--- src/rtl/pngu_pkg.sv ---
`default_nettype none

package pngu_pkg;

    localparam int MAX_ROW_BYTES = 8192;
    localparam int IDX_W         = $clog2(MAX_ROW_BYTES);
    localparam int COL_W         = IDX_W + 1;
    localparam int BPP_W         = 4;
    localparam int SHIFT_W       = 3;
    localparam int RB_W          = 14;
    localparam int ROW_W         = 16;
    localparam int CFG_IDX_W     = 2;
    localparam int CFG_DATA_W    = 16;
    localparam int MAX_BPP       = 8;

    localparam logic [CFG_IDX_W-1:0] CFG_BYTES_PER_PIXEL = 2'd0;
    localparam logic [CFG_IDX_W-1:0] CFG_ROW_BYTES       = 2'd1;
    localparam logic [CFG_IDX_W-1:0] CFG_IMAGE_HEIGHT    = 2'd2;

    localparam logic [2:0] FILT_NONE  = 3'd0;
    localparam logic [2:0] FILT_SUB   = 3'd1;
    localparam logic [2:0] FILT_UP    = 3'd2;
    localparam logic [2:0] FILT_AVG   = 3'd3;
    localparam logic [2:0] FILT_PAETH = 3'd4;

    // One data or error item on its way from the control stage to reconstruction
    typedef struct packed {
        logic               valid;
        logic               bad;
        logic [2:0]         filter;
        logic [IDX_W-1:0]   idx;
        logic [SHIFT_W-1:0] shift;
        logic               have_left;
        logic               have_up;
        logic               last;
        logic               image_end;
        logic [7:0]         data;
    } pngu_item_t;

    typedef struct packed {
        logic             en;
        logic [IDX_W-1:0] addr;
    } pngu_rd_t;

    function automatic logic [7:0] paeth_pick(input logic [7:0] a, input logic [7:0] b,
                                              input logic [7:0] c);
        logic signed [10:0] da;
        logic signed [10:0] db;
        logic signed [10:0] dc;
        logic [10:0]        pa;
        logic [10:0]        pb;
        logic [10:0]        pc;
        // pa = |p - a| = |b - c|, pb = |a - c|, pc = |a + b - 2c|
        da = $signed({3'b000, b}) - $signed({3'b000, c});
        db = $signed({3'b000, a}) - $signed({3'b000, c});
        dc = da + db;
        pa = (da < 0) ? 11'(-da) : 11'(da);
        pb = (db < 0) ? 11'(-db) : 11'(db);
        pc = (dc < 0) ? 11'(-dc) : 11'(dc);
        if (pa <= pb && pa <= pc)
            return a;
        else if (pb <= pc)
            return b;
        else
            return c;
    endfunction

endpackage

`default_nettype wire

--- src/rtl/pngu_ctrl.sv ---
`default_nettype none

module pngu_ctrl (
    input  wire logic                             clk,
    input  wire logic                             rst_n,
    input  wire logic                             cfg_we,
    input  wire logic [pngu_pkg::CFG_IDX_W-1:0]   cfg_index,
    input  wire logic [pngu_pkg::CFG_DATA_W-1:0]  cfg_data,
    input  wire logic                             s_tvalid,
    output logic                                  s_tready,
    input  wire logic [7:0]                       data_byte,
    input  wire logic                             image_start,
    input  wire logic                             item_go,
    output pngu_pkg::pngu_item_t                  item,
    output pngu_pkg::pngu_rd_t                    rd
);
    import pngu_pkg::*;

    localparam int RBX_W = (COL_W > RB_W) ? COL_W : RB_W;

    logic [BPP_W-1:0] bpp_reg;
    logic [RB_W-1:0]  row_bytes_reg;
    logic [ROW_W-1:0] height_reg;

    logic [COL_W-1:0] col_reg,    col_next;
    logic [ROW_W-1:0] row_reg,    row_next;
    logic [2:0]       filter_reg, filter_next;
    logic             fault_reg,  fault_next;
    pngu_item_t       item_reg,   item_next;

    logic [BPP_W-1:0] bpp_eff;
    logic [RBX_W-1:0] rb_ext;
    logic [COL_W-1:0] rb_eff;
    logic [ROW_W-1:0] h_eff;
    logic [COL_W-1:0] eff_col;
    logic [ROW_W-1:0] eff_row;
    logic             eff_fault;
    logic [IDX_W-1:0] idx;
    logic             last;
    logic             accept;

    always_comb
    begin
        if (bpp_reg == '0)
            bpp_eff = BPP_W'(1);
        else if (bpp_reg > BPP_W'(MAX_BPP))
            bpp_eff = BPP_W'(MAX_BPP);
        else
            bpp_eff = bpp_reg;

        rb_ext = RBX_W'(row_bytes_reg);
        if (rb_ext == '0)
            rb_ext = RBX_W'(1);
        else if (rb_ext > RBX_W'(MAX_ROW_BYTES))
            rb_ext = RBX_W'(MAX_ROW_BYTES);
        rb_eff = COL_W'(rb_ext);

        h_eff = (height_reg == '0) ? ROW_W'(1) : height_reg;
    end

    assign s_tready = !item_reg.valid || item_go;
    assign accept   = s_tvalid && s_tready;

    assign eff_col   = image_start ? '0 : col_reg;
    assign eff_row   = image_start ? '0 : row_reg;
    assign eff_fault = image_start ? 1'b0 : fault_reg;
    assign idx       = IDX_W'(eff_col - COL_W'(1));
    // column count is index + 1, so the row ends once it reaches the row length
    assign last      = eff_col >= rb_eff;

    always_comb
    begin
        col_next    = eff_col;
        row_next    = eff_row;
        fault_next  = eff_fault;
        filter_next = filter_reg;
        item_next   = '0;
        item_next.data      = data_byte;
        item_next.idx       = idx;
        item_next.filter    = filter_reg;
        item_next.shift     = SHIFT_W'(bpp_eff - BPP_W'(1));
        item_next.have_left = {1'b0, idx} >= COL_W'(bpp_eff);
        item_next.have_up   = eff_row != '0;

        if (eff_fault || eff_row >= h_eff)
        begin
            // drop until the next image
        end
        else if (eff_col == '0)
        begin
            if (data_byte > 8'(FILT_PAETH))
            begin
                fault_next    = 1'b1;
                item_next.valid = 1'b1;
                item_next.bad   = 1'b1;
            end
            else
            begin
                filter_next = data_byte[2:0];
                col_next    = COL_W'(1);
            end
        end
        else
        begin
            item_next.valid     = 1'b1;
            item_next.last      = last;
            item_next.image_end = last && ({1'b0, eff_row} + 17'd1 >= {1'b0, h_eff});
            if (last)
            begin
                col_next = '0;
                row_next = (eff_row == '1) ? eff_row : eff_row + ROW_W'(1);
            end
            else
            begin
                col_next = eff_col + COL_W'(1);
            end
        end
    end

    assign rd.en   = accept && item_next.valid && !item_next.bad;
    assign rd.addr = idx;
    assign item    = item_reg;

    always_ff @(posedge clk or negedge rst_n)
    begin
        if (!rst_n)
        begin
            bpp_reg       <= BPP_W'(1);
            row_bytes_reg <= RB_W'(1);
            height_reg    <= ROW_W'(1);
            col_reg       <= '0;
            row_reg       <= '0;
            filter_reg    <= FILT_NONE;
            fault_reg     <= 1'b0;
            item_reg      <= '0;
        end
        else
        begin
            if (cfg_we)
            begin
                unique case (cfg_index)
                    CFG_BYTES_PER_PIXEL: bpp_reg       <= cfg_data[BPP_W-1:0];
                    CFG_ROW_BYTES:       row_bytes_reg <= cfg_data[RB_W-1:0];
                    CFG_IMAGE_HEIGHT:    height_reg    <= cfg_data[ROW_W-1:0];
                    default:             ;
                endcase
            end
            if (accept)
            begin
                col_reg    <= col_next;
                row_reg    <= row_next;
                filter_reg <= filter_next;
                fault_reg  <= fault_next;
                item_reg   <= item_next;
            end
            else if (item_go)
            begin
                item_reg.valid <= 1'b0;
            end
        end
    end

endmodule

`default_nettype wire

--- config.mk ---
export PLATFORM = sky130hd
export DESIGN_NAME = pngu_ctrl
export DESIGN_NICKNAME = d
export VERILOG_FILES = /design/src/rtl/pngu_pkg.sv /design/src/rtl/pngu_ctrl.sv
export SDC_FILE = /design/constraint.sdc
export NUM_CORES = 1
export LEC_CHECK = 0
export BUFFER_PORTS_ARGS = -buffer_cell sky130_fd_sc_hd__buf_2
export CAP_MARGIN = 25
export CORE_UTILIZATION = 50
export DETAILED_ROUTE_END_ITERATION = 8
export PLACE_DENSITY = 0.71
export SETUP_SLACK_MARGIN = 0.15
export SLEW_MARGIN = 0
export SYNTH_ARGS = -nofsm -noshare
export SYNTH_HDL_FRONTEND = slang
export SYNTH_SLANG_ARGS = --single-unit
--- constraint.sdc ---
create_clock -name clk -period 6.1 [get_ports clk]
set_input_delay 0 -clock clk [delete_from_list [all_inputs] [get_ports clk]]
set_output_delay 0 -clock clk [all_outputs]
set_load 0.05 [all_outputs]
* Yosys cells after proc, flatten, opt, wreduce, memory -nomap -nowiden
Cells that the tools add are included. Widths: inputs -> output; s select.
Storage, ports and cells: RAM bits 0, memories kept 0, memory bits (read-only) 0, output and inout bits 48, logic and storage cells 80, flip-flop bits (word level) 101, bits in latches 0, bits of input ports 32
Cells by class: $add $sub $neg 5, $mul 0, shift-type cells 0, reductions and logical operators 19, equal/unequal tests 3, bitwise operators 2, multiplexer cells 27, divide/modulo/power cells 0, order comparisons 7
Operator list (count):
- $mux 14 | 7
- $mux 16 | 6
- $logic_not 14->1 | 2
- $add 16x1->17 const B | 1
- $ge 17x16->1 | 1
- $add 16x1->16 const B | 1
- $eq 16x16->1 const B | 1
- $ge 16x16->1 | 1
- $logic_not 16->1 | 1
- $reduce_bool 16->1 | 1
- $add 14x1->14 const B | 1
- $ge 14x14->1 | 1
- $gt 14x14->1 const B | 1
- $ge 13x4->1 | 1
- $sub 13x1->13 const B | 1
- $gt 8x3->1 const B | 1
- $mux 1 | 8
- $mux 2 | 4
- $mux 4 | 2
- $reduce_and 2->1 | 3
- $gt 4x4->1 const B | 1
- $logic_and 1x1->1 | 4
- $logic_not 4->1 | 1
- $reduce_and 4->1 | 1
- other kinds (8) | 11

* Longest topological paths before layout
Gate-level depths: netlist (run 1).
depth after elaboration 7, mapped depth 20

* Worst setup path after synthesis (run 1)
No wires, ideal clock.
path type input to register, from in image_start, to reg item_reg, in the netlist item[8], stages on the path 20, setup slack 2798 ps, path buffers 5, library setup time 121 ps, data arrival time 3181 ps, cells stage by stage buf_6 -> buf_6 -> clkbuf_1 -> clkbuf_1 -> nor2b_1 -> ha_1 -> and3_1 -> and3_1 -> buf_2 -> nand3_1 -> nor2_1 -> xor2_1 -> ha_1 -> a21o_1 -> a21o_1 -> a21oi_1 -> o31ai_1 -> a21oi_1 -> o21ai_0 -> a22o_1
On the way: cells in the longest elaborated chain, start to end 6, elaborated cells between the ends (all ways) 12, those cells by class 1 x add/sub; 3 x order compare; 5 x mux; 3 x reduce/logical
RTL lines:
- from (decl) | line pngu_ctrl.sv:12 | input wire logic image_start,
- $mux 16 | line pngu_ctrl.sv:65 | assign eff_row = image_start ? '0 : row_reg;
- $add 16x1->17 | line pngu_ctrl.sv:107 | item_next.image_end = last && ({1'b0, eff_row} + 17'd1 >= {1'b0, h_eff});
- $ge 17x16->1 | line pngu_ctrl.sv:107
- $logic_and 1x1->1 | line pngu_ctrl.sv:107
- $mux 2 | line pngu_ctrl.sv:89 | else if (eff_col == '0)
- $mux 2 (*) | line pngu_ctrl.sv:85 | if (eff_fault || eff_row >= h_eff)
- to (signal assigned) | line pngu_ctrl.sv:154 | item_reg <= item_next;
- to (decl) | line pngu_ctrl.sv:29 | pngu_item_t item_reg, item_next;
Every way passes the cells marked *; elsewhere a longest branch is shown, timed or not. A chain may end at the register's enable or synchronous reset.

* Worst setup path after layout (run 1)
from reg row_reg[0], to reg item_reg, in the netlist item[8]
On the way: cells in the longest elaborated chain, start to end 6, elaborated cells between the ends (all ways) 8, those cells by class 1 x add/sub; 2 x order compare; 3 x mux; 2 x reduce/logical
RTL lines:
- from (decl) | line pngu_ctrl.sv:26 | logic [ROW_W-1:0] row_reg, row_next;
- from (signal assigned) | line pngu_ctrl.sv:151 | row_reg <= row_next;
- $mux 16 (*) | line pngu_ctrl.sv:65
- $add 16x1->17 | line pngu_ctrl.sv:107
- $ge 17x16->1 | line pngu_ctrl.sv:107
- $logic_and 1x1->1 | line pngu_ctrl.sv:107
- $mux 2 | line pngu_ctrl.sv:89
- $mux 2 (*) | line pngu_ctrl.sv:85
Marks and branches as above.

==> results of run 1 <==
-- stage by stage --
| step | cell area, um^2 | hold WS, ns | setup slack (ns) | total power [mW] |
|---|---|---|---|---|
| global placement | 7050 | 0.00529 | 2.37 | 1.82 |
| detailed placement | 7050 | 0.0149 | 2.25 | 1.84 |
| finish | 7620 | 0.0414 | 2.31 | 2.42 |
| CTS | 7620 | 0.0451 | 2.41 | 2.44 |
| floorplan | 6670 | -0.296 | 2.80 | 1.64 |
| global route | 7620 | 0.0846 | 2.07 | 2.56 |
-- tightest hold or removal path: cells and delay by family --
| family | cells | cell delay [ns] |
|---|---|---|
| compound gates | 1 | 0.17 |
| buf+inv | 1 | 0.10 |
| simple gates | 1 | 0.09 |
-- synth_stat cells (all sizes together) (2+ instances only) --
cell type and instances:
and4 2, buf 27, nor4 17, o21a 2
o21ai 33, a22o 9, nand3 20, mux2 36
nor4b 2, and2b 2, nand3b 6, a21o 15
a22oi 7, o211ai 3, clkbuf 19, a311oi 2
nor2b 23, dfstp 3, ha 55, a32oi 3
xor2 8, nand4 15, a211oi 4, or3 3
dfrtp 98, xnor2 12, a221oi 2, a221o 3
nor2 41, and3 10, a31oi 6, inv 42
nand2 124, nand2b 6, a21oi 24, a32o 2
nor3b 2, or4 2, nor3 22
-- cells by family after synthesis --
group | Yosys count | synth area share (%)
DFF | 101 | 38.0
buffers and inverters | 88 | 6.27
adders and majority gates | 55 | 10.3
and+or+nand+nor | 302 | 23.4
muxes | 37 | 6.23
xor gates and xnor gates | 20 | 2.63
AOI/OAI and AO/OA | 127 | 13.2
-- routing by layer --
metal	wire length (um)	share of wire (%)
met3	1080	6.3
met5	0	0
met1	7750	45
met4	357	2.1
met2	7960	46
-- report_power, final --
part	switching, mW	total [mW]	internal, mW	leakage [nW]
sequential	0.0816	0.864	0.782	1.26
clock	0.250	0.579	0.329	0.147
combinational	0.686	0.981	0.295	2.38
-- worst max path at each step --
stage,endpoint,depth (start not counted),slack [ns],from
floorplan,item[8]$_DFFE_PN0P_,20,2.80,image_start
finish,item[8]$_DFFE_PN0P_,15,2.31,row_reg[0]$_DFFE_PN0P_
detailed placement,row_reg[7]$_DFFE_PN0P_,12,2.25,image_start
CTS,item[8]$_DFFE_PN0P_,15,2.41,row_reg[0]$_DFFE_PN0P_
global route,item[8]$_DFFE_PN0P_,15,2.07,row_reg[0]$_DFFE_PN0P_
global placement,row_reg[7]$_DFFE_PN0P_,12,2.37,image_start
-- area by class of cell --
type	count	area, um^2
Clock inverter	4	48.8
Clock buffer	12	246
Tap cell	172	215
Inverter	42	158
Timing Repair Buffer	110	698
Multi-Input combinational cell	541	3720
Sequential cell	101	2530
Fill cell	1122	5200
==> impl_metrics.json, run 1 <==
{
  "crit_required_ns": 6.34,
  "worst_setup_path_start_kind": "register",
  "whs_path_depth": 3,
  "yosysWarnings": 0,
  "cts_tree": "yes",
  "start_util_pct": 52.0,
  "ys_seq_area_share_pct": 38.0,
  "min_from": "cfg_index[0]",
  "crit_arrival_ns": 4.03,
  "crit_family": "simple AND/OR/NAND/NOR gates",
  "critPathKind": "reg2reg",
  "period_share_pct": 62.1,
  "ioPinCount": 80,
  "placed_cells": 939,
  "async_reset_ff_share_pct": 100,
  "leakagePower_nw": 3.79,
  "dieArea_um2": 13800,
  "endpoint_kind": "register",
  "ys_seq_elements": 101,
  "final.min_clock_period_ns": 3.79,
  "worstReg2RegEnd": "item[8]$_DFFE_PN0P_",
  "clock_latency_ns": 0.35,
  "gp_congestion": 0.937,
  "gr-usage-met1_pct": 36.1,
  "ys_types": 74,
  "vias": 5733,
  "r2r_cells": 15,
  "htreeDepth": 3,
  "use_met3_pct": 5.81,
  "final_common_cell": "nand2_1",
  "power_density_nw_per_um2": 318,
  "rr_startpoint": "row_reg[0]$_DFFE_PN0P_",
  "yosys-top-cells-area": "dfrtp_1 (37%), ha_1 (10%), nand2_1 (7.0%)",
  "setup_tns_ns": 0,
  "die_h_um": 117,
  "grt-busiest-layer": "met2",
  "worst-path-buf-inv": 0,
  "use_met2_pct": 41.5,
  "syn_area_um2": 6670,
  "area_delta_synth_final_pct": 14.3,
  "grt_max_degree": 69,
  "fin_skew_ns": 0.00515,
  "dr.pass1.iters": 5,
  "fin_nets": 892,
  "wl_per_cell_um": 17.5,
  "worstHoldPathType": "in2reg",
  "fmax_mhz": 264,
  "drc": 0,
  "cts_buffers": 9,
  "final_cell_mix": "nand2_1 (123), dfrtp_1 (98), buf_2 (78)",
  "grt_usage_pct": 26.2,
  "antenna_found_initial": 0,
  "viasPerCell": 5.84,
  "max-cap-violations": 0,
  "dr.first_iter.drc_count": 458,
  "syn-instance-count": 730,
  "cp_max_fo": 6,
  "ant_nets": 0,
  "clk_pin_slew_ns": 0.07,
  "relSlewSlack_pct": 45.3,
  "dp_hpwl_mm": 12.9,
  "hold_end": "bpp_reg[3]$_DFFE_PN0P_",
  "grt_pass1_vias": 5627,
  "synth_nets": 817,
  "reg2reg_slack_ns": 2.31,
  "hold_viol_final": 0,
  "synth_edf_count": 0,
  "rows": 41,
  "port_buffers": 79,
  "fin_util_pct": 59.4,
  "hold_buffers": 27,
  "cp_slowest_cell": "nor2b_1",
  "rsz0062_at_grt": "no",
  "peakVddDrop_mv": 0.278,
  "crit_path_max_incr_delay_ns": 0.39,
  "fp.dieW_um": 117,
  "routed_wl_mm": 17.1,
  "ctsResizeCount": 0,
  "drive_gt1_share_pct": 19.5,
  "final_cells": 982,
  "yosysTopAreaCell": "dfrtp_1",
  "cts_sinks": 101,
  "grt_pass1_wl_mm": 28.8,
  "cp_cell_sequence": "nor2b_1 -> ha_1 -> and3_1 -> and3_1 -> nand3_1 -> nor2_1 -> xor2_1 -> ha_1 -> nand4_1 -> or2_2 -> o22ai_1 -> a221oi_1 -> nor2b_1 -> o21ai_0 -> a22o_1",
  "core_area_um2": 12800,
  "synthFlopType": "dfrtp_1",
  "status": "completed",
  "avgSynthCellArea_um2": 9.14,
  "grt_overflow": 0,
  "worst_slew_pin_slew_ns": 0.815,
  "clockBufferDepth": 2,
  "post-cts-setup-buffers": 0,
  "netlist.area_leader.share_pct": 36.8,
  "num_antenna_cells": 0,
  "setup_violations": 0,
  "largest_reg_flops": 33,
  "finalMaxSlewViolations": 0,
  "cts-root-buf": "clkbuf_16"
}
Power figures use the tool's default switching activity.
==> inputs of run 2 (changes only) <==
clock period = 3.7 ns   (was 6.1 ns; I/O delays follow)
==> impl_metrics.json, run 2 (same netlist as run 1, synthesis figures left out) <==
{
  "critPathKind": "reg2reg",
  "final_common_cell": "nand2_1",
  "wl_per_cell_um": 17.8,
  "cts_tree": "yes",
  "viasPerCell": 5.85,
  "dr.pass1.iters": 5,
  "dp_hpwl_mm": 13.0,
  "relSlewSlack_pct": 42.5,
  "leakagePower_nw": 3.84,
  "crit_arrival_ns": 3.53,
  "clockBufferDepth": 2,
  "cp_cell_sequence": "nor2b_2 -> ha_1 -> and3_1 -> and3_1 -> nand3_1 -> nor2_1 -> xor2_1 -> ha_1 -> a21o_1 -> a21o_1 -> a21oi_1 -> o31ai_1 -> a21oi_1 -> o21ai_0 -> a22o_1",
  "cts-root-buf": "clkbuf_16",
  "nFillCells": 1094,
  "crit_required_ns": 3.94,
  "use_met3_pct": 4.36,
  "grt_usage_pct": 26.1,
  "rows": 41,
  "largest_reg_flops": 33,
  "power.internal_mw": 2.27,
  "switching_share_pct": 43.2,
  "clock_latency_ns": 0.35,
  "routed_wl_mm": 17.6,
  "core_area_um2": 12800,
  "num_antenna_cells": 0,
  "fmax_mhz": 304,
  "use_met2_pct": 39.5,
  "worst_slew_pin_slew_ns": 0.863,
  "ioPinCount": 80,
  "drc": 0,
  "period_share_pct": 88.9,
  "fin_skew_ns": 0.00901,
  "cts_buffers": 9,
  "placed_cells": 950,
  "endpoint_kind": "register",
  "clk_pin_slew_ns": 0.07,
  "dieArea_um2": 13800,
  "cts_sinks": 101,
  "gp_congestion": 0.913,
  "antenna_found_initial": 0,
  "status": "completed",
  "start_util_pct": 52.0,
  "grt_pass1_wl_mm": 29.0,
  "port_buffers": 79,
  "sequentialPowerShare_pct": 35.6,
  "finalMaxSlewViolations": 0,
  "grt_max_degree": 65,
  "power_density_nw_per_um2": 520,
  "vias": 5805,
  "rsz0062_at_grt": "no",
  "setup_violations": 0,
  "peakVddDrop_mv": 0.376,
  "grt-busiest-layer": "met2",
  "grt_overflow": 0,
  "drive_gt1_share_pct": 20.8,
  "gr-usage-met1_pct": 37.9,
  "ant_nets": 0,
  "cp_slowest_cell": "dfrtp_1",
  "hold_viol_final": 0,
  "worst_setup_path_start_kind": "register",
  "power.switching_mw": 1.73,
  "dr.first_iter.drc_count": 428,
  "max-cap-violations": 0,
  "area_delta_synth_final_pct": 15.4,
  "fp.dieW_um": 117,
  "final_cells": 993,
  "crit_path_max_incr_delay_ns": 0.35,
  "worstHoldPathType": "in2reg",
  "final_cell_mix": "nand2_1 (123), dfrtp_1 (98), buf_2 (78)",
  "die_h_um": 117,
  "cp_max_fo": 6,
  "fin_nets": 903,
  "setup_tns_ns": 0,
  "final.min_clock_period_ns": 3.29,
  "grt_pass1_vias": 5652,
  "clock_power_share_pct": 23.3,
  "htreeDepth": 3,
  "comb_power_share_pct": 41.1
}
## run 2: cell count changes in the layout (fill, tap and decap cells not counted), sizes merged
cell,before,now
buf,83,94
inv,42,44
bufinv,1,0
clkbuf,12,11
clkinv,3,2
clkinvlp,0,1
## run 2: power by group through the flow
stage / Clock, mW / Combinational [mW] / Sequential, mW
finish: 0.930 / 1.64 / 1.43
global route: 0.994 / 1.77 / 1.45
CTS: 0.945 / 1.64 / 1.42
detailed placement: 0 / 1.61 / 1.44
floorplan: 0 / 0.985 / 1.72
global placement: 0 / 1.58 / 1.44
## run 2: critical path: cells and delay by family, from the launching register on
kind / cells / cell delay, ns
compound gates: 7 / 1.01
xor+xnor: 1 / 0.21
fa+ha+maj: 2 / 0.58
flops: 1 / 0.35
simple gates: 5 / 1.03
## run 2: final cells by class
cell class	count	area, um^2	area share [%]
timing repair buffer	121	781	10.1
sequential	101	2530	32.9
clock inverter	5	42.5	0.553
multi-input combinational	541	3720	48.4
clock buffer	11	243	3.15
inverter	42	158	2.05
tap	172	215	2.80
## run 2: worst paths after layout
kind	to	from	slack, ns	depth (start not counted)
worst max-delay path	item[8]$_DFFE_PN0P_	row_reg[0]$_DFFE_PN0P_	0.41	15
worst min-delay path	bpp_reg[3]$_DFFE_PN0P_	cfg_index[0]	0.04	3
worst max register to register	item[8]$_DFFE_PN0P_	row_reg[0]$_DFFE_PN0P_	0.41	15
worst min register to register	item[27]$_DFFE_PN0P_	item[27]$_DFFE_PN0P_	0.47	2
max in group asynchronous	height_reg[0]$_DFFE_PN1P_	rst_n	2.38	3
min in group asynchronous	row_reg[11]$_DFFE_PN0P_	rst_n	0.29	2
## run 2: per-layer routing
metal	up-vias	wire, um
li1	2753	-
met1	2774	8010
met2	243	8010
met3	35	1260
met4	0	353
met5	-	0
## run 2: repair_timing
action,4_1_cts,5_1_grt
endpoints found under the hold margin,109,0
buffers inserted,0,0
gates resized for setup,0,1
endpoints found under the setup margin,0,1
hold buffers,27,0
## run 2: through the flow
stage               hold WS, ns  util, %  instance area, um^2  power (mW)  setup WS, ns
floorplan                -0.296        -                 6670        2.70         0.398
global placement          0.167     55.6                 7140        3.01         0.516
detailed placement        0.158     55.6                 7140        3.05         0.394
CTS                      0.0220     60.0                 7690        4.01         0.369
global route             0.0949     60.0                 7690        4.21         0.170
finish                   0.0406     60.0                 7690        4.00         0.410
